**src/byte_ring_fifo_drop_oldest_assert.svh**
```systemverilog
// assertion macros shared by the rtl
`ifndef BYTE_RING_FIFO_DROP_OLDEST_ASSERT_SVH
`define BYTE_RING_FIFO_DROP_OLDEST_ASSERT_SVH
`ifndef SYNTHESIS
// checked outside reset
`define BRF_ASSERT(lbl, prop, msg) \
  lbl: assert property (@(posedge clk_i) disable iff (!rst_ni) prop) else $error(msg);
// checked at every edge, reset included
`define BRF_ASSERT_ALWAYS(lbl, prop, msg) \
  lbl: assert property (@(posedge clk_i) prop) else $error(msg);
`else
`define BRF_ASSERT(lbl, prop, msg)
`define BRF_ASSERT_ALWAYS(lbl, prop, msg)
`endif
`endif

```
**src/brfifo_pkg.sv**
```systemverilog
package brfifo_pkg;

  localparam int CntW     = 11;
  localparam int ByteW    = 8;
  localparam int OpW      = 3;
  localparam int StW      = 2;
  localparam int DataW    = 32;
  localparam int PaddrW   = 3;
  localparam int PlanCap  = 256;
  localparam int CapReset = 1024;
  localparam int ChunkReset = 1;
  // one remainder bit per dividend bit
  localparam int DivSteps = CntW;
  localparam int DivCntW  = $clog2(DivSteps);

  typedef enum logic [OpW-1:0] {
    OpClear   = 3'd0,
    OpReserve = 3'd1,
    OpPush    = 3'd2,
    OpCheck   = 3'd3,
    OpPop     = 3'd4,
    OpPlan    = 3'd5
  } op_e;

  typedef enum logic [StW-1:0] {
    StOk   = 2'd0,
    StFew  = 2'd1,
    StFull = 2'd2,
    StOver = 2'd3
  } status_e;

  typedef struct packed {
    logic [OpW-1:0]   opcode;
    logic [CntW-1:0]  length;
    logic [ByteW-1:0] data_byte;
    logic [CntW-1:0]  stream_free;
    logic [CntW-1:0]  max_len;
  } in_item_t;

  typedef struct packed {
    logic [StW-1:0]   status;
    logic [ByteW-1:0] read_byte;
    logic [CntW-1:0]  count;
    logic [CntW-1:0]  bytes_used;
  } out_item_t;

  typedef struct packed {
    logic [CntW-1:0]  cap_eff;
    logic [ByteW-1:0] chunk_eff;
    logic             clear;
  } cfg_t;

  typedef struct packed {
    logic latch;
    logic exec;
    logic div_step;
    logic apply;
    logic adjust;
    logic load_out;
  } ctrl_cmd_t;

  typedef struct packed {
    logic            need_div;
    logic            is_plan;
    logic            div_last;
    logic [CntW-1:0] fill;
  } dp_sts_t;

endpackage

```
**src/brfifo_regs.sv**
```systemverilog
module brfifo_regs import brfifo_pkg::*; #(
  parameter int DEPTH = 1024
) (
  input  logic              clk_i,
  input  logic              rst_ni,
  input  logic              psel,
  input  logic              penable,
  input  logic              pwrite,
  input  logic [PaddrW-1:0] paddr,
  input  logic [DataW-1:0]  pwdata,
  output logic [DataW-1:0]  prdata,
  output logic              pready,
  output cfg_t              cfg_o
);

  typedef enum logic {
    RegCapacity = 1'b0,
    RegChunk    = 1'b1
  } reg_e;

  logic [CntW-1:0]  capacity_q, capacity_d;
  logic [ByteW-1:0] chunk_q, chunk_d;
  logic             wr_en;
  reg_e             reg_sel;

  assign pready  = 1'b1;
  assign wr_en   = psel & penable & pwrite;
  assign reg_sel = reg_e'(paddr[2]);

  always_comb begin
    capacity_d  = capacity_q;
    chunk_d     = chunk_q;
    prdata      = '0;
    unique case (reg_sel)
      RegCapacity: begin
        prdata = DataW'(capacity_q);
        if (wr_en) begin
          capacity_d  = pwdata[CntW-1:0];
        end
      end
      RegChunk: begin
        prdata = DataW'(chunk_q);
        if (wr_en) begin
          chunk_d = pwdata[ByteW-1:0];
        end
      end
      default: prdata = '0;
    endcase
  end

  always_ff @(posedge clk_i or negedge rst_ni) begin
    if (!rst_ni) begin
      capacity_q <= CntW'(CapReset);
      chunk_q    <= ByteW'(ChunkReset);
    end else begin
      capacity_q <= capacity_d;
      chunk_q    <= chunk_d;
    end
  end

  // zero counts as one, above the store counts as the store
  always_comb begin
    if (capacity_q == '0) begin
      cfg_o.cap_eff = CntW'(1);
    end else if (32'(capacity_q) > DEPTH) begin
      cfg_o.cap_eff = CntW'(DEPTH);
    end else begin
      cfg_o.cap_eff = capacity_q;
    end
    cfg_o.chunk_eff = (chunk_q == '0) ? ByteW'(1) : chunk_q;
    // a capacity write empties the buffer
    cfg_o.clear     = wr_en && (reg_sel == RegCapacity);
  end

endmodule

```
**config.mk**
```make
export PLATFORM = sky130hd
export DESIGN_NAME = brfifo_regs
export DESIGN_NICKNAME = d
export VERILOG_FILES = /design/src/byte_ring_fifo_drop_oldest_assert.svh /design/src/brfifo_pkg.sv /design/src/brfifo_regs.sv
export SDC_FILE = /design/constraint.sdc
export NUM_CORES = 1
export LEC_CHECK = 0
export ABC_AREA = 1
export BUFFER_PORTS_ARGS = -buffer_cell sky130_fd_sc_hd__clkbuf_2
export CELL_PAD_IN_SITES_DETAIL_PLACEMENT = 1
export CELL_PAD_IN_SITES_GLOBAL_PLACEMENT = 1
export CORE_UTILIZATION = 29
export DETAILED_ROUTE_END_ITERATION = 6
export HOLD_SLACK_MARGIN = 0.12
export MAX_ROUTING_LAYER = met4
export PLACE_DENSITY_LB_ADDON = 0.1
export SETUP_SLACK_MARGIN = 0.05
export SLEW_MARGIN = 15
export SYNTH_ARGS = -nofsm -noshare
export SYNTH_HDL_FRONTEND = slang
export SYNTH_SLANG_ARGS = --single-unit
```
**constraint.sdc**
```tcl
create_clock -name clk_i -period 3.9 [get_ports clk_i]
set_clock_uncertainty 0.15 [all_clocks]
set_input_delay 0.78 -clock clk_i [delete_from_list [all_inputs] [get_ports clk_i]]
set_output_delay 0.78 -clock clk_i [all_outputs]
set_load 0.01 [all_outputs]
```
# After elaboration in Yosys (flattened, before gate mapping)
# Cells that the tools add are included.
dict set report classes {
  order_cmp 1
  muxes 4
  bitwise 3
  reduce_logical 5
}
# cell count
set ops {}
lappend ops {{32-bit one-hot mux with 2 select lines} 1}
lappend ops {{11-bit two-way mux} 2}
lappend ops {{11-bit > comparator, second input constant} 1}
lappend ops {{11-bit logical NOT} 1}
lappend ops {{8-bit logical NOT} 1}
lappend ops {{8-bit two-way mux} 1}
lappend ops {{2-bit AND reduction} 2}
lappend ops {{1-bit bitwise AND} 2}
lappend ops {{1-bit logical AND} 1}
lappend ops {{1-bit inverter} 1}
dict set report totals {
  register_bits 19
  input_bits 40
  out_inout_bits 53
  word_cells 15
}

# Longest topological paths before layout
# Gate-level depths: netlist of run 1.
dict set report depth {
  ltp_word 3
  mapped_depth 7
  depth_no_buf 7
}

# Worst setup path after synthesis of run 1
# No wires, ideal clock.
dict set report synth_path {
  path_kind {in2out}
  from {in paddr[2]}
  to {out prdata[0]}
  arrival_time_ps 1197
  t_required_ps 2970
  slack_ps 1773
  cell_stages 4
  n_path_buf 2
  cell_sequence {buf_6 buf_6 nand2_1 o21ai_0}
}
dict set report synth_between {
  elab_chain_len 2
}
# item line
set synth_rtl {}
lappend synth_rtl {{from (decl)} brfifo_regs.sv:9} ;# input logic [PaddrW-1:0] paddr,
lappend synth_rtl {{1-bit inverter (no source line)} -}
lappend synth_rtl {{32-bit one-hot mux with 2 select lines (*)} brfifo_regs.sv:34} ;# unique case (reg_sel)
lappend synth_rtl {{to (decl)} brfifo_regs.sv:11} ;# output logic [DataW-1:0] prdata,
# Mark *: on every way between the ends. The rest lies on a longest branch, timed or not. The select of a mux whose other input is x is not followed.

==> impl_metrics.toml, run 1 <==
[global_route]
grt-ovfl-total = 0
grt_pass1_wl_um = 5030
antenna_found_initial = 0
grt_max_degree = 22
track_usage = 0.135
grt_pass1_vias = 1053

[routing]
vias = 1051
postRouteAntennaNets = 0
drt_pass1_iterations = 4
drcViolationCount = 0
wirelength_um = 2980
first_iter_violations = 36
routedWlPerCell_um = 11.7
vias_per_cell = 4.12

[power_and_ir_drop]
switching_share = 0.390
powerDensity_nw_per_um2 = 448
p_leak_nw = 0.836
p_switching_mw = 0.260
p_seq_frac = 0.411
clkPwrFrac = 0.211
power_frac_comb = 0.378
irDropWorstVdd_uv = 141
total_power_mw = 0.667
p_int_mw = 0.407

[timing]
fin_setup_tns_ns = 0
finalCriticalPeriod_ns = 2.67
finalCritPeriodShare = 0.686
finalSetupViolCount = 0
postLayoutSetupSlackWorst_ns = 1.23
slew_viol_final = 0
max_clock_freq_ghz = 0.374
hold_violations = 0
hold-worst-slack_ns = 0.315
rsz0062_at_grt = "false"

[layout]
final_area_um2 = 1490
nets = 244
fin_cells = 255
num_antenna_cells = 0
utilization = 0.342
final_layout_size_suffix_gt1_frac = 0.433
syn_to_final_growth_pct = 13.1

[clock_tree]
cts_tree = "built"
cts_sinks = 19
clk_pin_slew_ns = 0.07
insertion_delay_ns = 0.26
htree_levels = 1
root_buffer = "clkbuf_8"
clockBufferDepth = 2
cts_resized = 0
cts_made_buffers = 3
postCtsHoldBufs = 0
cts_setup_buffers = 0

[placement]
dp.cells = 251
dp_slack_ns = 1.19
placed_cell_area_um2 = 1440
io_buffers = 47
place.gp.congestion = 0.747
dp_hpwl_um = 2350

[die]
ios = 93
initial_core_util = 0.302
dieArea_um2 = 4810
die_w_um = 69.4
die_height_um = 69.4
core_area_um2 = 4350
rows = 24

[yosys]
syn_inst = 166
seq_area_frac_synth = 0.363
postSynthAreaPerCell_um2 = 7.93
async_flop_share = 1.00
yosysTopAreaCell = "dfrtp_1"
yosys_warnings = 0
synth.distinct_cells = 22
synth_area_leaders = "dfrtp_1, buf_4, o21ai_2"
synth_edf_count = 0
synth_seq_cells = 19
yosysMostFrequentCell = "nand2_1"
netlist_area_um2 = 1320
synth_ff_type = "dfrtp_1"
synthTopCellsByCount = "nand2_1, buf_4, inv_1"
synth_top_area_frac = 0.323

[setup_path]
startpoint_type = "primary input"
critPathRequiredTime_ns = 2.97
reg2regPathDepth = 2
worstPathMaxFanout = 21
worstSetupPathType = "in -> out"
reg2reg_from = "capacity_q[10]$_DFFE_PN1P_"
r2r_slack_ns = 2.86
crit_arrival_ns = 1.74
endpoint_kind = "output pin"
r2r-end = "capacity_q[10]$_DFFE_PN1P_"

[run]
cap_violations = 0

[status]
status = "finished, final reports clean"

[worst_hold_path]
hold_path.class = "in -> async"
[final cells by class]
class	count	area, um2
Timing Repair Buffer	47	235
Clock inverter	1	5.00
Clock buffer	3	41.3
Tap cell	52	65.1
Inverter	22	82.6
Sequential cell	19	478
Multi-Input combinational cell	111	582
Fill cell	572	2870
[logic make-up after synthesis]
| group | after synthesis | synth area share |
|---|---|---|
| other | 2 | 0.00571 |
| AND/OR/NAND/NOR | 60 | 0.221 |
| flip-flops | 19 | 0.363 |
| buffers and inverters | 56 | 0.252 |
| AO/OA/AOI/OAI | 29 | 0.159 |
[power by group through the flow]
stage | Sequential (mW) | Clock [mW] | Combinational, mW
after floorplan | 0.267 | 0 | 0.196
after global placement | 0.277 | 0 | 0.254
after detailed placement | 0.279 | 0 | 0.258
after CTS | 0.275 | 0.146 | 0.259
after global routing | 0.282 | 0.155 | 0.284
final | 0.274 | 0.141 | 0.252
[flip-flops by register name, summed over array words and instances, names as in the netlist]
name,cells
capacity_q,11
chunk_q,8
[worst max-delay path by stage]
stage / startpoint / end / cells after the start
2_1_floorplan: paddr[2] / prdata[0] / 4
3_3_place_gp: paddr[2] / cfg_o[0] / 5
3_5_place_dp: paddr[2] / cfg_o[0] / 5
4_1_cts: paddr[2] / cfg_o[0] / 5
5_1_grt: paddr[2] / cfg_o[0] / 5
6_report: paddr[2] / cfg_o[0] / 5
[cell usage in the layout (no fill, tap or decap)]
cell type  instances
a31o_2             1
and3_4             1
clkbuf_2          47
clkbuf_8           3
clkinv_2           1
conb_1            22
dfrtp_1           17
dfstp_2            2
inv_1             20
inv_2              2
nand2_1           30
nand2_2            2
nand2_4            2
nand3_1            2
nor2_1            10
nor2_2            10
nor2_4             1
nor3_1             2
o21ai_0            9
o21ai_1            3
o21ai_2           16
[per-layer routing]
metal	track usage	up-vias	part of all wire
met1	0.177	476	0.48
met3	0.0218	5	0.050
met2	0.213	37	0.46
met4	0.0476	0	0.014
met5	-	-	0
li1	-	533	-
[critical path, stage by stage]
cell and delay, ns:
clkbuf_2 0.37, inv_2 0.08, nand2_4 0.24, inv_2 0.12, clkbuf_2 0.15
Power figures use the tool's default switching activity.
==> run 2, diff against run 1 <==
CORE_UTILIZATION = 27   (was 29)
clock period = 2.7 ns   (was 3.9 ns; I/O delays follow)
==> impl_metrics.toml, run 2 (synthesis gave the netlist of run 1 again) <==
[clock_tree]
root_buffer = "clkbuf_8"
clk_pin_slew_ns = 0.08
clockBufferDepth = 2
cts_setup_buffers = 0
cts_tree = "built"
htree_levels = 1
cts_made_buffers = 3
cts_sinks = 19
insertion_delay_ns = 0.26

[global_route]
grt-ovfl-total = 0
track_usage = 0.137
grt_pass1_vias = 1082
grt_max_degree = 22
grt_pass1_wl_um = 5400
antenna_found_initial = 0

[layout]
num_antenna_cells = 0
multi_input_area_um2 = 582
nets = 246
reg_top3 = "capacity_q: 11 flops, chunk_q: 8 flops"
largest_reg_flops = 11
final_area_um2 = 1510
fin_cells = 259
regArea_um2 = 478
syn_to_final_growth_pct = 14.5
final_cell_mix = "clkbuf_2, nand2_1, conb_1"
final_common_cell = "clkbuf_2"
final_layout_size_suffix_gt1_frac = 0.429
utilization = 0.321
n_fill_cell = 608
top_register = "capacity_q"

[power_and_ir_drop]
irDropWorstVdd_uv = 333
powerDensity_nw_per_um2 = 642
p_leak_nw = 0.841

[timing]
fin_setup_tns_ns = 0
finalCritPeriodShare = 0.804
finalCriticalPeriod_ns = 2.17
hold_violations = 0
finalSetupViolCount = 0
hold-worst-slack_ns = 0.313
max_clock_freq_ghz = 0.461
slew_viol_final = 0
rsz0062_at_grt = "false"

[worst_hold_path]
hold_path.class = "in -> reg"
worstHoldPathCells = 3

[setup_path]
endpoint_kind = "output pin"
cp_slowest_stage_delay_ns = 0.40
startpoint_type = "flip-flop"
crit_chain = "nor2_1, nand3_1, nor2_2, nor2_4, nor2_2, clkbuf_2"
critPathRequiredTime_ns = 2.01
crit_family = "simple AND/OR/NAND/NOR gates"
worstSetupPathType = "reg -> out"
path_depth = 6
worstPathMaxFanout = 8
crit_arrival_ns = 1.48
slowest_stage = "dfrtp_1"
reg2regPathDepth = 2
path_common_cell = "nor2_2"
worst-path-buf-inv = 1

[run]
cap_violations = 0

[die]
die_w_um = 71.8
core_area_um2 = 4690
ios = 93
dieArea_um2 = 5160
die_height_um = 71.8
initial_core_util = 0.281
rows = 25

[routing]
drcViolationCount = 0
vias = 1098
drt_pass1_iterations = 2
postRouteAntennaNets = 0
first_iter_violations = 8
vias_per_cell = 4.24
wirelength_um = 3170
routedWlPerCell_um = 12.3

[placement]
placed_cell_area_um2 = 1450
place.gp.congestion = 0.685
dp_hpwl_um = 2500
dp.cells = 254
io_buffers = 47

[status]
status = "finished, final reports clean"
run 2: worst paths after layout:
| path | start | end | slack [ns] |
|---|---|---|---|
| worst max register to register | capacity_q[10]$_DFFE_PN1P_ | capacity_q[10]$_DFFE_PN1P_ | 1.68 |
| worst min register to register | chunk_q[0]$_DFFE_PN1P_ | chunk_q[0]$_DFFE_PN1P_ | 0.35 |
| worst max-delay path | capacity_q[4]$_DFFE_PN0P_ | cfg_o[13] | 0.53 |
| max in group asynchronous | rst_ni | chunk_q[0]$_DFFE_PN1P_ | 1.42 |
| worst min-delay path | pwdata[10] | capacity_q[10]$_DFFE_PN1P_ | 0.31 |
| min in group asynchronous | rst_ni | capacity_q[9]$_DFFE_PN0P_ | 0.62 |
run 2: where the power goes:
group	total (mW)	internal, mW	switching [mW]
Clock	0.202	0.105	0.0974
Sequential	0.398	0.343	0.0546
Combinational	0.368	0.143	0.226
Total	0.969	0.591	0.378
run 2: repair_timing:
action,in CTS,in global routing
hold buffers,1,0
setup endpoints to repair,0,0
endpoints found under the hold margin,13,0
gates resized for setup,0,0
run 2: per-layer routing:
metal / up-vias / GRT usage / part of all wire
met2: 47 / 0.235 / 0.50
met1: 516 / 0.170 / 0.44
li1: 533 / - / -
met4: 0 / 0.0196 / 0.0041
met3: 2 / 0.0309 / 0.057
met5: - / - / 0
run 2: cell type report:
cell class / count / share of cell area
flip-flops and latches: 19 / 0.317
inverters: 22 / 0.0548
repair buffers: 49 / 0.168
clock buffers: 4 / 0.0299
well taps: 54 / 0.0448
multi-input cells: 111 / 0.386
run 2: worst reg2reg max path, cell delays in order (launching register included):
cell and delay, ns:
dfstp_2 0.57, inv_1 0.10, o21ai_1 0.14
run 2: per-stage QoR:
| step | setup WS [ns] | power, mW |
|---|---|---|
| after global placement | 0.685 | 0.770 |
| after floorplan | 1.05 | 0.668 |
| after CTS | 0.506 | 0.988 |
| after detailed placement | 0.685 | 0.779 |
| after global routing | 0.431 | 1.05 |
| final | 0.529 | 0.969 |
==> run 3, diff against run 2 <==
CORE_UTILIZATION = 25   (was 27)
clock period = 1.8 ns   (was 2.7 ns; I/O delays follow)
==> impl_metrics.toml, run 3 (synthesis gave the netlist of run 1 again) <==
[status]
status = "complete, but fails checks"
violations = "setup timing"

[layout]
nets = 265
n_fill_cell = 654
reg_top3 = "capacity_q: 11 flops, chunk_q: 8 flops"
final_common_cell = "clkbuf_2"
top_register = "capacity_q"
utilization = 0.344
syn_to_final_growth_pct = 32.8
final_layout_size_suffix_gt1_frac = 0.522
final_cell_mix = "clkbuf_2, nand2_1, conb_1"
num_antenna_cells = 0
largest_reg_flops = 11
final_area_um2 = 1750
fin_cells = 294

[die]
dieArea_um2 = 5560
rows = 26
initial_core_util = 0.259
ios = 93
core_area_um2 = 5070
die_height_um = 74.6
die_w_um = 74.6

[global_route]
antenna_found_initial = 0
grt_pass1_vias = 1098
busiest_layer = "met2"
grt_max_degree = 20
grt-ovfl-total = 0
met2_usage = 0.223
grt_pass1_wl_um = 5280
track_usage = 0.134
met1_usage = 0.159
met3_usage = 0.0203

[timing]
finalCriticalPeriod_ns = 1.99
rsz0062_at_grt = "true"
max_clock_freq_ghz = 0.503
finalCritPeriodShare = 1.10
slew_viol_final = 0
finalSetupViolCount = 9
relSlewSlack = 0.665
postLayoutSetupSlackWorst_ns = -0.188
hold_violations = 0
tightest_slew_ns = 0.503

[power_and_ir_drop]
p_leak_nw = 0.952
irDropWorstVdd_uv = 286
total_power_mw = 1.65
powerDensity_nw_per_um2 = 946

[clock_tree]
cts_tree = "built"
htree_levels = 1
cts_made_buffers = 3
cts_sinks = 19
insertion_delay_ns = 0.26
clk_pin_slew_ns = 0.07
root_buffer = "clkbuf_8"
clockBufferDepth = 2

[placement]
place.gp.congestion = 0.675
dp_slack_ns = 0.0277
io_buffers = 47
dp_hpwl_um = 2700
placed_cell_area_um2 = 1560
dp.cells = 281

[setup_path]
r2r_slack_ns = 0.74
critPathRequiredTime_ns = 1.29
crit_arrival_ns = 1.48
reg2regPathDepth = 4
r2r-end = "capacity_q[4]$_DFFE_PN0P_"
worstPathMaxFanout = 5
reg2reg_from = "capacity_q[4]$_DFFE_PN0P_"
startpoint_type = "flip-flop"
endpoint_kind = "output pin"
worstSetupPathType = "reg -> out"

[routing]
routedWlPerCell_um = 11.7
vias = 1144
drcViolationCount = 0
vias_per_cell = 3.89
postRouteAntennaNets = 0
wirelength_um = 3440
drt_pass1_iterations = 4
first_iter_violations = 26

[run]
cap_violations = 0

[worst_hold_path]
hold_path.class = "in -> reg"
worstHoldPathCells = 3
min_from = "pwdata[10]"
holdPathEnd = "capacity_q[10]$_DFFE_PN1P_"
-- run 3: report_power, final --
group,internal (mW),switching (mW)
clock network,0.158,0.147
registers,0.515,0.0764
logic,0.347,0.410
total,1.02,0.634
-- run 3: how the worst max path moves through the flow --
stage / from / endpoint / slack [ns] / depth (start not counted)
6_report: capacity_q[2]$_DFFE_PN0P_ / cfg_o[10] / -0.19 / 7
3_3_place_gp: capacity_q[4]$_DFFE_PN0P_ / cfg_o[10] / 0.04 / 7
3_5_place_dp: capacity_q[3]$_DFFE_PN0P_ / cfg_o[11] / 0.03 / 7
5_1_grt: capacity_q[2]$_DFFE_PN0P_ / cfg_o[10] / -0.25 / 7
4_1_cts: capacity_q[5]$_DFFE_PN0P_ / cfg_o[11] / -0.19 / 7
2_1_floorplan: capacity_q[3]$_DFFE_PN0P_ / cfg_o[10] / 0.34 / 5
-- run 3: timing repair --
action,CTS,global route
endpoints found under the hold margin,17,0
buffers inserted,2,6
hold buffers,1,0
gates resized for setup,8,24
pin swaps,3,4
endpoints found under the setup margin,10,12
-- run 3: cell type report --
cell class              instances  area (um2)  share of cell area
repair buffers                 68         415               0.238
flip-flops and latches         19         478               0.273
well taps                      70        87.6              0.0501
clock buffers                   4        45.0              0.0258
inverters                      22        85.1              0.0487
multi-input cells             111         637               0.364
-- run 3: worst max-delay path, stage by stage (launching register included) --
cell and delay (ns):
dfrtp_1 0.40, nor2_2 0.17, nand3_2 0.12, nor2_4 0.14, nor2_4 0.05, buf_6 0.14
nor2_2 0.08, buf_2 0.13
-- run 3: per-stage QoR --
step                      setup TNS, ns  hold WS, ns
after global routing              -2.07        0.145
after detailed placement              0        0.205
final                             -1.47        0.135
after CTS                         -1.60        0.131
after global placement                0        0.202
after floorplan                       0      -0.0856
-- run 3: per-layer routing --
layer | vias up | part of all wire
li1 | 578 | -
met1 | 527 | 0.42
met2 | 35 | 0.53
met3 | 4 | 0.040
met4 | 0 | 0.018
met5 | - | 0
