**src/byte_ring_fifo_drop_oldest_assert.svh**
```systemverilog
// assertion macros shared by the rtl
`ifndef BYTE_RING_FIFO_DROP_OLDEST_ASSERT_SVH
`define BYTE_RING_FIFO_DROP_OLDEST_ASSERT_SVH
`ifndef SYNTHESIS
// checked outside reset
`define BRF_ASSERT(lbl, prop, msg) \
  lbl: assert property (@(posedge clk_i) disable iff (!rst_ni) prop) else $error(msg);
// checked at every edge, reset included
`define BRF_ASSERT_ALWAYS(lbl, prop, msg) \
  lbl: assert property (@(posedge clk_i) prop) else $error(msg);
`else
`define BRF_ASSERT(lbl, prop, msg)
`define BRF_ASSERT_ALWAYS(lbl, prop, msg)
`endif
`endif

```
**src/brfifo_pkg.sv**
```systemverilog
package brfifo_pkg;

  localparam int CntW     = 11;
  localparam int ByteW    = 8;
  localparam int OpW      = 3;
  localparam int StW      = 2;
  localparam int DataW    = 32;
  localparam int PaddrW   = 3;
  localparam int PlanCap  = 256;
  localparam int CapReset = 1024;
  localparam int ChunkReset = 1;
  // one remainder bit per dividend bit
  localparam int DivSteps = CntW;
  localparam int DivCntW  = $clog2(DivSteps);

  typedef enum logic [OpW-1:0] {
    OpClear   = 3'd0,
    OpReserve = 3'd1,
    OpPush    = 3'd2,
    OpCheck   = 3'd3,
    OpPop     = 3'd4,
    OpPlan    = 3'd5
  } op_e;

  typedef enum logic [StW-1:0] {
    StOk   = 2'd0,
    StFew  = 2'd1,
    StFull = 2'd2,
    StOver = 2'd3
  } status_e;

  typedef struct packed {
    logic [OpW-1:0]   opcode;
    logic [CntW-1:0]  length;
    logic [ByteW-1:0] data_byte;
    logic [CntW-1:0]  stream_free;
    logic [CntW-1:0]  max_len;
  } in_item_t;

  typedef struct packed {
    logic [StW-1:0]   status;
    logic [ByteW-1:0] read_byte;
    logic [CntW-1:0]  count;
    logic [CntW-1:0]  bytes_used;
  } out_item_t;

  typedef struct packed {
    logic [CntW-1:0]  cap_eff;
    logic [ByteW-1:0] chunk_eff;
    logic             clear;
  } cfg_t;

  typedef struct packed {
    logic latch;
    logic exec;
    logic div_step;
    logic apply;
    logic adjust;
    logic load_out;
  } ctrl_cmd_t;

  typedef struct packed {
    logic            need_div;
    logic            is_plan;
    logic            div_last;
    logic [CntW-1:0] fill;
  } dp_sts_t;

endpackage

```
**src/brfifo_ctrl.sv**
```systemverilog
module brfifo_ctrl import brfifo_pkg::*; (
  input  logic      clk_i,
  input  logic      rst_ni,
  input  logic      in_valid_i,
  output logic      in_stall_o,
  output logic      out_valid_o,
  input  logic      out_stall_i,
  input  dp_sts_t   sts_i,
  output ctrl_cmd_t cmd_o
);

  typedef enum logic [5:0] {
    S_IDLE  = 6'b000001,
    S_EXEC  = 6'b000010,
    S_DIV   = 6'b000100,
    S_APPLY = 6'b001000,
    S_ADJ   = 6'b010000,
    S_DONE  = 6'b100000
  } state_e;

  state_e state_q, state_d;
  logic   out_valid_q, out_valid_d;
  logic   out_free;

  assign in_stall_o  = (state_q != S_IDLE);
  assign out_valid_o = out_valid_q;
  assign out_free    = !out_valid_q || !out_stall_i;

  always_comb begin
    cmd_o   = '0;
    state_d = state_q;
    unique case (state_q)
      S_IDLE: begin
        if (in_valid_i) begin
          cmd_o.latch = 1'b1;
          state_d     = S_EXEC;
        end
      end
      S_EXEC: begin
        cmd_o.exec = 1'b1;
        state_d    = sts_i.need_div ? S_DIV : S_DONE;
      end
      S_DIV: begin
        cmd_o.div_step = 1'b1;
        if (sts_i.div_last) begin
          state_d = S_APPLY;
        end
      end
      S_APPLY: begin
        cmd_o.apply = 1'b1;
        state_d     = sts_i.is_plan ? S_DONE : S_ADJ;
      end
      S_ADJ: begin
        cmd_o.adjust = 1'b1;
        state_d      = S_DONE;
      end
      S_DONE: begin
        if (out_free) begin
          cmd_o.load_out = 1'b1;
          state_d        = S_IDLE;
        end
      end
      default: state_d = S_IDLE;
    endcase
  end

  always_comb begin
    out_valid_d = out_valid_q;
    if (cmd_o.load_out) begin
      out_valid_d = 1'b1;
    end else if (!out_stall_i) begin
      out_valid_d = 1'b0;
    end
  end

  always_ff @(posedge clk_i or negedge rst_ni) begin
    if (!rst_ni) begin
      state_q     <= S_IDLE;
      out_valid_q <= 1'b0;
    end else begin
      state_q     <= state_d;
      out_valid_q <= out_valid_d;
    end
  end

endmodule

```
**config.mk**
```make
export PLATFORM = sky130hd
export DESIGN_NAME = brfifo_ctrl
export DESIGN_NICKNAME = d
export VERILOG_FILES = /design/src/byte_ring_fifo_drop_oldest_assert.svh /design/src/brfifo_pkg.sv /design/src/brfifo_ctrl.sv
export SDC_FILE = /design/constraint.sdc
export NUM_CORES = 1
export LEC_CHECK = 0
export ABC_AREA = 1
export CORE_AREA = 4 4 41 43
export CTS_CLUSTER_DIAMETER = 200
export DETAILED_ROUTE_END_ITERATION = 12
export DIE_AREA = 0 0 45 47
export DONT_BUFFER_PORTS = 1
export GPL_TIMING_DRIVEN = 0
export PLACE_DENSITY = 0.61
export SETUP_SLACK_MARGIN = 0.05
export SLEW_MARGIN = 20
export SYNTH_ARGS = -nofsm -noshare
export SYNTH_HDL_FRONTEND = slang
export SYNTH_SLANG_ARGS = --single-unit
```
**constraint.sdc**
```tcl
create_clock -name clk_i -period 1.12 [get_ports clk_i]
set_input_delay 0 -clock clk_i [delete_from_list [all_inputs] [get_ports clk_i]]
set_output_delay 0 -clock clk_i [all_outputs]
set_load 0.01 [all_outputs]
```
### Yosys cells after proc, flatten, opt, wreduce, memory -nomap -nowiden

Cells that the tools add are included.

* bits in writable memories: 0
* latch bits: 0
* logic and storage cells: 33
* input port bits: 18
* register bits: 7
* memory bits (read-only): 0
* memories: 0
* output and inout port bits: 8

* magnitude comparators: 0
* bitwise gates (word level): 0
* $mul: 0
* reductions and logical operators: 4
* divide/modulo/power cells: 0
* shifts and indexed selects: 0
* mux-type cells: 16
* $add $sub $neg: 0
* equality and inequality tests: 11

Operator list (number)
* 6-bit case mux with 6 select lines: 1
* 6-bit two-way mux: 5
* 1-bit two-way mux: 10
* 6-bit by 1-bit equality test with 1-bit output, second input constant: 1
* 6-bit by 2-bit equality test with 1-bit output, second input constant: 1
* 6-bit by 3-bit equality test with 1-bit output, second input constant: 1
* 6-bit by 4-bit equality test with 1-bit output, second input constant: 1
* 6-bit by 5-bit equality test with 1-bit output, second input constant: 1
* 6-bit equality test, second input constant: 1
* 2-bit inequality test, second input constant: 3
* 6-bit by 1-bit inequality test with 1-bit output, second input constant: 1
* 3-bit AND reduction: 1
* 1-bit logical NOT: 2
* 2-bit by 1-bit inequality test with 1-bit output, second input constant: 1
* 1-bit logical OR: 1

### Logic depth before layout (Yosys ltp)

Gate-level depths: netlist (run 1).

* depth after elaboration: 5
* depth in mapped cells: 7
* depth with buffers taken out: 7

### Worst setup path after synthesis (run 1)

No wires, ideal clock.

* path kind: reg2out
* start: register state_q[0]
* end: output port cmd_o[5] (netlist bit)
* arrival time: 1.160 ns
* required time: 1.120 ns
* setup slack: -0.040 ns
* stages on the path, launching flop included: 5
* path buffers: 0
* path through: dfstp_2 > inv_1 > nor2_2 > nand3_4 > nor3_1

RTL lines
* start: declaration: line brfifo_ctrl.sv:21 `state_e state_q, state_d;`
* start signal: assignment: line brfifo_ctrl.sv:81 `state_q <= state_d;`
* end: declaration: line brfifo_ctrl.sv:9 `output ctrl_cmd_t cmd_o`

==> results.py, run 1 <==
metrics = {
    "routing": {
        "route.final.wire_length_um": 1040,
        "routed-via-count": 392,
        "drt-wirelength-per-cell_um": 12.5,
        "drt-vias-per-instance": 4.72,
        "post-route-drc-count": 0,
        "antenna_violating_nets_post_route": 0,
        "detail_route.iter0.violations": 2,
        "dr.pass1.iters": 4,
    },
    "cells_and_area": {
        "utilization": 0.463,
        "layoutNonFillerInstCount": 83,
        "area_growth_pct": 28.6,
        "final_area_um2": 602,
        "mostFrequentLayoutCell": "sky130_fd_sc_hd__inv_1",
        "mostFrequentLayoutCells": "7 x sky130_fd_sc_hd__inv_1, 6 x sky130_fd_sc_hd__nor2_2, 6 x sky130_fd_sc_hd__nand2_1, 6 x sky130_fd_sc_hd__dfrtp_1, 5 x sky130_fd_sc_hd__dlygate4sd3_1",
        "finalNetCount": 87,
        "fraction_of_final_layout_cells_with_drive_strength_greater_than_1": 0.426,
        "num_antenna_cells": 0,
    },
    "sta": {
        "final.period_utilization": 1.22,
        "rsz0062_at_grt": "yes",
        "timing.fmax_mhz": 734,
        "post_route_hold_slack_ns": -0.110,
        "setup_viol": 9,
        "timing.final.hold_violations": 1,
        "worst_slack_ns": -0.242,
        "tns_ns": -1.17,
        "worst_slew_margin_rel": 0.764,
        "slew_violations": 0,
        "timing.clock.skew_ns": 0.00238,
        "timing_worst_slew_pin_value_ns": 0.353,
        "finalCriticalPeriod_ns": 1.36,
    },
    "yosys": {
        "postSynthRegisterBits": 7,
        "synthesis.yosys.warnings": 0,
        "syn_area_per_cell_um2": 8.21,
        "post_synth_num_cell_types": 18,
        "most_common_flop_cell_mapped_by_yosys": "sky130_fd_sc_hd__dfrtp_1",
        "synthesis.area_um2": 468,
        "synth_fp_nets": 75,
        "synth.yosys.seq_area_share": 0.377,
        "postSynth.asyncResetShare": 1.00,
        "synthesis.instances": 57,
        "synth-edff-count": 0,
    },
    "setup_path": {
        "timing.critical_path.depth": 4,
        "cp_cell_sequence": "nor2_2, nand4_1, nand2_2, nor3_4",
        "critical_path.startpoint_type": "flip-flop",
        "critical_path.top_delay_family": "simple AND/OR/NAND/NOR gates",
        "endpoint_class_of_the_critical_path": "output pin",
        "worst-path-max-fanout": 5,
        "timing.setup.critical_path_class": "reg2out",
        "critPathMaxStageDelay_ns": 0.55,
        "critPathRequiredTime_ns": 1.12,
        "reg2regPathDepth": 7,
        "critPathArrivalTime_ns": 1.36,
        "critPathBufInv": 0,
        "crit_slowest_cell": "sky130_fd_sc_hd__dfstp_2",
    },
    "pwr": {
        "power_switching_uw": 609,
        "pwr_density_cell_nw_per_um2": 2170,
        "pwr-share-comb": 0.511,
        "cell_internal_pwr_uw": 700,
        "power.sequential.fraction": 0.307,
        "ir_drop_worst_case_vdd_mv": 1.09,
        "leakage_nw": 0.305,
        "p_sw_frac": 0.465,
        "power.share.clock": 0.182,
    },
    "floorplan": {
        "die-height_um": 47,
        "die-width_um": 45,
        "core_region_area_um2": 1300,
        "placementRows": 13,
        "floorplan.initialDensity": 0.360,
        "ios": 26,
        "die_ar_um2": 2120,
    },
    "clock_network": {
        "cts_inserted_buffers": 3,
        "htreeDepth": 1,
        "clk_root_buffer_cell": "sky130_fd_sc_hd__clkbuf_4",
        "insertion_delay_ns": 0.26,
        "path_clk_slew_ns": 0.05,
        "ctsLongestPathBuffers": 2,
        "cts_tree": "built",
        "cts_num_sinks": 7,
        "ctsHoldBuffers": 5,
    },
    "grt": {
        "gr-usage-all-layers": 0.121,
        "grt_first_pass_wirelength_um": 1700,
        "pin_count_of_the_biggest_net_entering_global_routing": 8,
        "grt_pass1_vias": 383,
        "antenna_found_initial": 0,
        "globalRoute.totalOverflow": 0,
    },
    "placed_design": {
        "dp.cells": 72,
        "port_buffer_count": 0,
        "hpwlAfterDp_um": 714,
        "postPlaceCellArea_um2": 492,
        "gp_routability_congestion": 0.781,
    },
    "outcome": {
        "violated_checks": "negative hold slack, negative setup slack",
        "result_of_the_run": "finished, violations left",
    },
    "min_path": {
        "timing.hold.worst_path_depth": 2,
        "holdCritPathClass": "in2reg",
    },
    "flow_run": {
        "drv.max_cap_violation_count": 0,
    },
}
routing by layer:
metal	track usage	vias to the layer above	routed length (µm)
met5	0	-	0
met4	0.0702	0	13
met3	0.0766	2	152
met2	0.181	19	456
met1	0.129	173	415
li1	-	198	-
path summary, 6_finish.rpt:
kind,from,endpoint,slack (ns)
max in group asynchronous,rst_ni,state_q[0],0.73
worst min register to register,out_valid_o,out_valid_o,0.57
min in group asynchronous,rst_ni,out_valid_o,0.08
worst max register to register,state_q[1],state_q[0],-0.20
worst min-delay path,out_stall_i,out_valid_o,-0.11
worst max-delay path,state_q[0],cmd_o[5],-0.24
registers in the layout (all words and copies together), names as in the netlist:
register and count:
state_q 6, out_valid_o 1
timing repair:
action | in CTS | in global routing
hold endpoints to repair | 14 | 1
setup endpoints to repair | 12 | 13
gates cloned | 0 | 0
pin swaps | 4 | 0
buffers inserted | 2 | 0
resized for setup | 4 | 1
synth_stat cells (2+ instances only):
cell type                  n  share of area
sky130_fd_sc_hd__a21oi_1   2          0.021
sky130_fd_sc_hd__dfrtp_1   6           0.32
sky130_fd_sc_hd__nand3_1   4          0.043
sky130_fd_sc_hd__nand4_1   2          0.027
sky130_fd_sc_hd__nor3_1    3          0.032
sky130_fd_sc_hd__nor2_2    7          0.094
sky130_fd_sc_hd__buf_4     2          0.032
sky130_fd_sc_hd__nor2_1    4          0.032
sky130_fd_sc_hd__nand2_2   2          0.027
sky130_fd_sc_hd__nand2_1   7          0.056
sky130_fd_sc_hd__inv_1    10          0.080
sky130_fd_sc_hd__nor2_4    2          0.048
cell type report:
type	count	area [µm²]
clock buffer	4	26.3
tap	15	18.8
buffer	2	15.0
inverter	11	41.3
sequential	7	176
timing repair buffer	7	65.1
multi-input combinational	37	259
fill	140	699
through the flow:
| stage | hold slack, ns | setup WS [ns] | power (mW) |
|---|---|---|---|
| floorplan | -0.296 | -0.00935 | 0.910 |
| global placement | -0.295 | -0.0665 | 0.982 |
| detailed placement | -0.295 | -0.0891 | 0.991 |
| CTS | -0.116 | -0.226 | 1.31 |
| global route | -0.109 | -0.304 | 1.42 |
| finish | -0.110 | -0.242 | 1.31 |
kinds of logic after synthesis:
kind of cell | share of synthesized area
buf+inv | 0.120
simple gates | 0.465
compound gates | 0.0374
flops | 0.377
worst reg2reg max path, stage by stage (launching register included):
cell                      delay, ns
sky130_fd_sc_hd__dfrtp_1       0.42
sky130_fd_sc_hd__nor2_2        0.21
sky130_fd_sc_hd__nand4_1       0.19
sky130_fd_sc_hd__nand2_2       0.16
sky130_fd_sc_hd__buf_4         0.14
sky130_fd_sc_hd__nor2_2        0.03
sky130_fd_sc_hd__nand2_1       0.05
sky130_fd_sc_hd__nand2_1       0.05
power groups by stage:
stage | logic (mW) | registers (mW) | clock network (mW)
3_3_place_gp | 0.577 | 0.405 | 0
3_5_place_dp | 0.583 | 0.409 | 0
2_1_floorplan | 0.511 | 0.400 | 0
5_1_grt | 0.741 | 0.413 | 0.262
6_report | 0.669 | 0.402 | 0.238
4_1_cts | 0.662 | 0.403 | 0.247
No activity file was read; power rests on OpenSTA's default activity.
==> run 2: changes to the inputs <==
- ABC_AREA: 1 -> 0
- PLACE_DENSITY: 0.61 -> 0.57
==> results.py, run 2 <==
metrics = {
    "outcome": {
        "result_of_the_run": "finished, violations left",
        "violated_checks": "negative setup slack",
    },
    "setup_path": {
        "worst-path-max-fanout": 4,
        "cp_cell_sequence": "or4_4, nor3b_4, inv_2, nor2_4",
        "timing.setup.critical_path_class": "reg2out",
        "timing.rr.end": "state_q[5]",
        "critPathArrivalTime_ns": 1.66,
        "endpoint_class_of_the_critical_path": "output pin",
        "worstSetupStartpoint": "state_q[2]",
        "critical_path.top_delay_family": "simple AND/OR/NAND/NOR gates",
        "crit_slowest_cell": "sky130_fd_sc_hd__or4_4",
        "critPathRequiredTime_ns": 1.12,
        "reg2regPathDepth": 4,
        "regToRegStartpoint": "state_q[2]",
        "reg2reg_slack_ns": -0.49,
        "critical_path.startpoint_type": "flip-flop",
        "critPathBufInv": 1,
        "timing.critical_path.depth": 4,
        "critPathMaxStageDelay_ns": 0.58,
        "timing.critical_path.to": "cmd_o[5]",
    },
    "cells_and_area": {
        "fraction_of_final_layout_cells_with_drive_strength_greater_than_1": 0.483,
        "mostFrequentLayoutCells": "7 x sky130_fd_sc_hd__buf_4, 6 x sky130_fd_sc_hd__dlygate4sd3_1, 4 x sky130_fd_sc_hd__nor3b_4, 4 x sky130_fd_sc_hd__nor2_1, 4 x sky130_fd_sc_hd__dfrtp_1",
        "mostFrequentLayoutCell": "sky130_fd_sc_hd__buf_4",
        "largest_register_ffs": 6,
        "finalNetCount": 77,
        "fillcell_total": 122,
        "layoutNonFillerInstCount": 73,
        "registers.top_by_ff_count": "state_q",
        "final_area_um2": 644,
        "num_antenna_cells": 0,
        "utilization": 0.495,
        "area_growth_pct": 51.9,
    },
    "pwr": {
        "p_sw_frac": 0.386,
        "power.sequential.fraction": 0.294,
        "post-layout-total-power_mw": 1.35,
        "power_switching_uw": 521,
        "pwr_density_cell_nw_per_um2": 2090,
        "power.share.clock": 0.166,
        "cell_internal_pwr_uw": 827,
        "leakage_nw": 0.296,
        "ir_drop_worst_case_vdd_mv": 0.888,
        "pwr-share-comb": 0.540,
    },
    "grt": {
        "grt_pass1_vias": 413,
        "grt_first_pass_wirelength_um": 1740,
        "globalRoute.totalOverflow": 0,
        "pin_count_of_the_biggest_net_entering_global_routing": 8,
        "antenna_found_initial": 0,
        "gr-usage-all-layers": 0.121,
    },
    "routing": {
        "post-route-drc-count": 0,
        "route.final.wire_length_um": 1100,
        "dr.pass1.iters": 4,
        "routed-via-count": 387,
        "drt-vias-per-instance": 5.30,
        "detail_route.iter0.violations": 3,
        "drt-wirelength-per-cell_um": 15.0,
        "antenna_violating_nets_post_route": 0,
    },
    "yosys": {
        "post-synth-top-count-cell": "sky130_fd_sc_hd__dfrtp_1",
        "syn_area_per_cell_um2": 10.1,
        "most_common_flop_cell_mapped_by_yosys": "sky130_fd_sc_hd__dfrtp_1",
        "synth.top_cells.by_area": "sky130_fd_sc_hd__dfrtp_1 35%, sky130_fd_sc_hd__dfstp_2 6.2%, sky130_fd_sc_hd__nor3b_2 5.9%",
        "synthesis.area_um2": 424,
        "synth.mux.area_fraction": 0,
        "synthXorXnorAreaFrac": 0.0206,
        "post_synth_most_frequent_cells": "6 x sky130_fd_sc_hd__dfrtp_1, 5 x sky130_fd_sc_hd__nor2_1, 3 x sky130_fd_sc_hd__and2b_1",
        "dominant_combinational_cell_family_by_area_after_synthesis": "simple AND/OR/NAND/NOR gates",
        "post_synth_num_cell_types": 26,
        "synth-edff-count": 0,
        "synth_simple_gate_area_frac": 0.392,
        "synthesis.yosys.warnings": 0,
        "synth.yosys.seq_area_share": 0.416,
        "post_synth_fa_ha_maj_area_fraction": 0,
        "synth_top_cell_area_share": 0.354,
        "postSynth.asyncResetShare": 1.00,
        "synth_fp_nets": 60,
        "postSynthRegisterBits": 7,
        "post-synth-top-area-cell": "sky130_fd_sc_hd__dfrtp_1",
        "synthesis.instances": 42,
        "area_fraction_in_compound_gates_after_synthesis": 0.118,
    },
    "sta": {
        "timing.clock.skew_ns": 0.00288,
        "worst_slack_ns": -0.542,
        "finalCriticalPeriod_ns": 1.66,
        "final.period_utilization": 1.48,
        "rsz0062_at_grt": "yes",
        "timing.fmax_mhz": 602,
        "tns_ns": -4.45,
        "timing_worst_slew_pin_value_ns": 0.307,
        "setup_viol": 13,
        "post_route_hold_slack_ns": 0.0150,
        "timing.final.hold_violations": 0,
        "worst_slew_margin_rel": 0.795,
        "slew_violations": 0,
    },
    "floorplan": {
        "placementRows": 13,
        "floorplan.initialDensity": 0.326,
        "die-height_um": 47,
        "die_ar_um2": 2120,
        "ios": 26,
        "die-width_um": 45,
        "core_region_area_um2": 1300,
    },
    "clock_network": {
        "htreeDepth": 1,
        "clk_root_buffer_cell": "sky130_fd_sc_hd__clkbuf_4",
        "insertion_delay_ns": 0.25,
        "cts_inserted_buffers": 3,
        "cts_num_sinks": 7,
        "cts_tree": "built",
        "ctsLongestPathBuffers": 2,
        "path_clk_slew_ns": 0.05,
    },
    "placed_design": {
        "dp.cells": 57,
        "port_buffer_count": 0,
        "place_worst_setup_slack_ns": -0.449,
        "gp_routability_congestion": 0.719,
        "postPlaceCellArea_um2": 460,
        "hpwlAfterDp_um": 668,
    },
    "flow_run": {
        "drv.max_cap_violation_count": 0,
    },
    "min_path": {
        "holdCritPathClass": "in2reg",
    },
}
run 2: cell types whose count changed in the layout (fill, tap and decap cells not counted), moves of 4 or more:
| cell | before | now |
|---|---|---|
| sky130_fd_sc_hd__inv_1 | 7 | 1 |
| sky130_fd_sc_hd__nor2_2 | 6 | 0 |
| sky130_fd_sc_hd__nand2_1 | 6 | 2 |
| sky130_fd_sc_hd__nor3b_4 | 0 | 4 |
run 2: final cells by class:
type | count | area (µm²) | share of cell area
well taps | 15 | 18.8 | 0.0291
clock buffers | 4 | 26.3 | 0.0408
inverters | 2 | 7.51 | 0.0117
flip-flops and latches | 7 | 179 | 0.278
repair buffers | 12 | 109 | 0.169
plain buffers | 2 | 15.0 | 0.0233
multi-input cells | 31 | 289 | 0.449
run 2: per-layer routing:
metal	up-vias	global-route usage	routed length [µm]
met5	-	0	0
met4	0	0.123	35
met3	4	0.0192	44
met2	12	0.218	616
met1	188	0.114	401
li1	183	-	-
run 2: repair_timing:
| item | CTS | global route |
|---|---|---|
| setup buffers | 5 | 1 |
| pin swaps | 8 | 4 |
| endpoints found under the hold margin | 13 | 0 |
| gates resized for setup | 12 | 0 |
| setup endpoints to repair | 13 | 13 |
| hold buffers | 6 | 0 |
run 2: cells by family (layout without fill, tap and decap cells):
family                    Yosys count  count (layout)
buffers and inverters               4              20
xor gates and xnor gates            1               1
DFF                                 7               7
and+or+nand+nor                    23              23
AOI/OAI and AO/OA                   7               7
run 2: worst min path at each step:
stage,cells past startpoint,to,slack [ns],from
2_1_floorplan,0,out_valid_o,-0.30,rst_ni
3_3_place_gp,0,state_q[1],-0.30,rst_ni
3_5_place_dp,0,state_q[1],-0.30,rst_ni
4_1_cts,2,state_q[0],0.01,sts_i[11]
5_1_grt,2,state_q[0],0.03,sts_i[11]
6_report,2,state_q[0],0.01,sts_i[11]
run 2: power groups by stage:
stage	Clock (mW)	Sequential, mW	Combinational (mW)
after global placement	0	0.416	0.427
after floorplan	0	0.400	0.378
after CTS	0.234	0.395	0.709
after global routing	0.242	0.406	0.784
after detailed placement	0	0.418	0.427
final	0.224	0.396	0.728
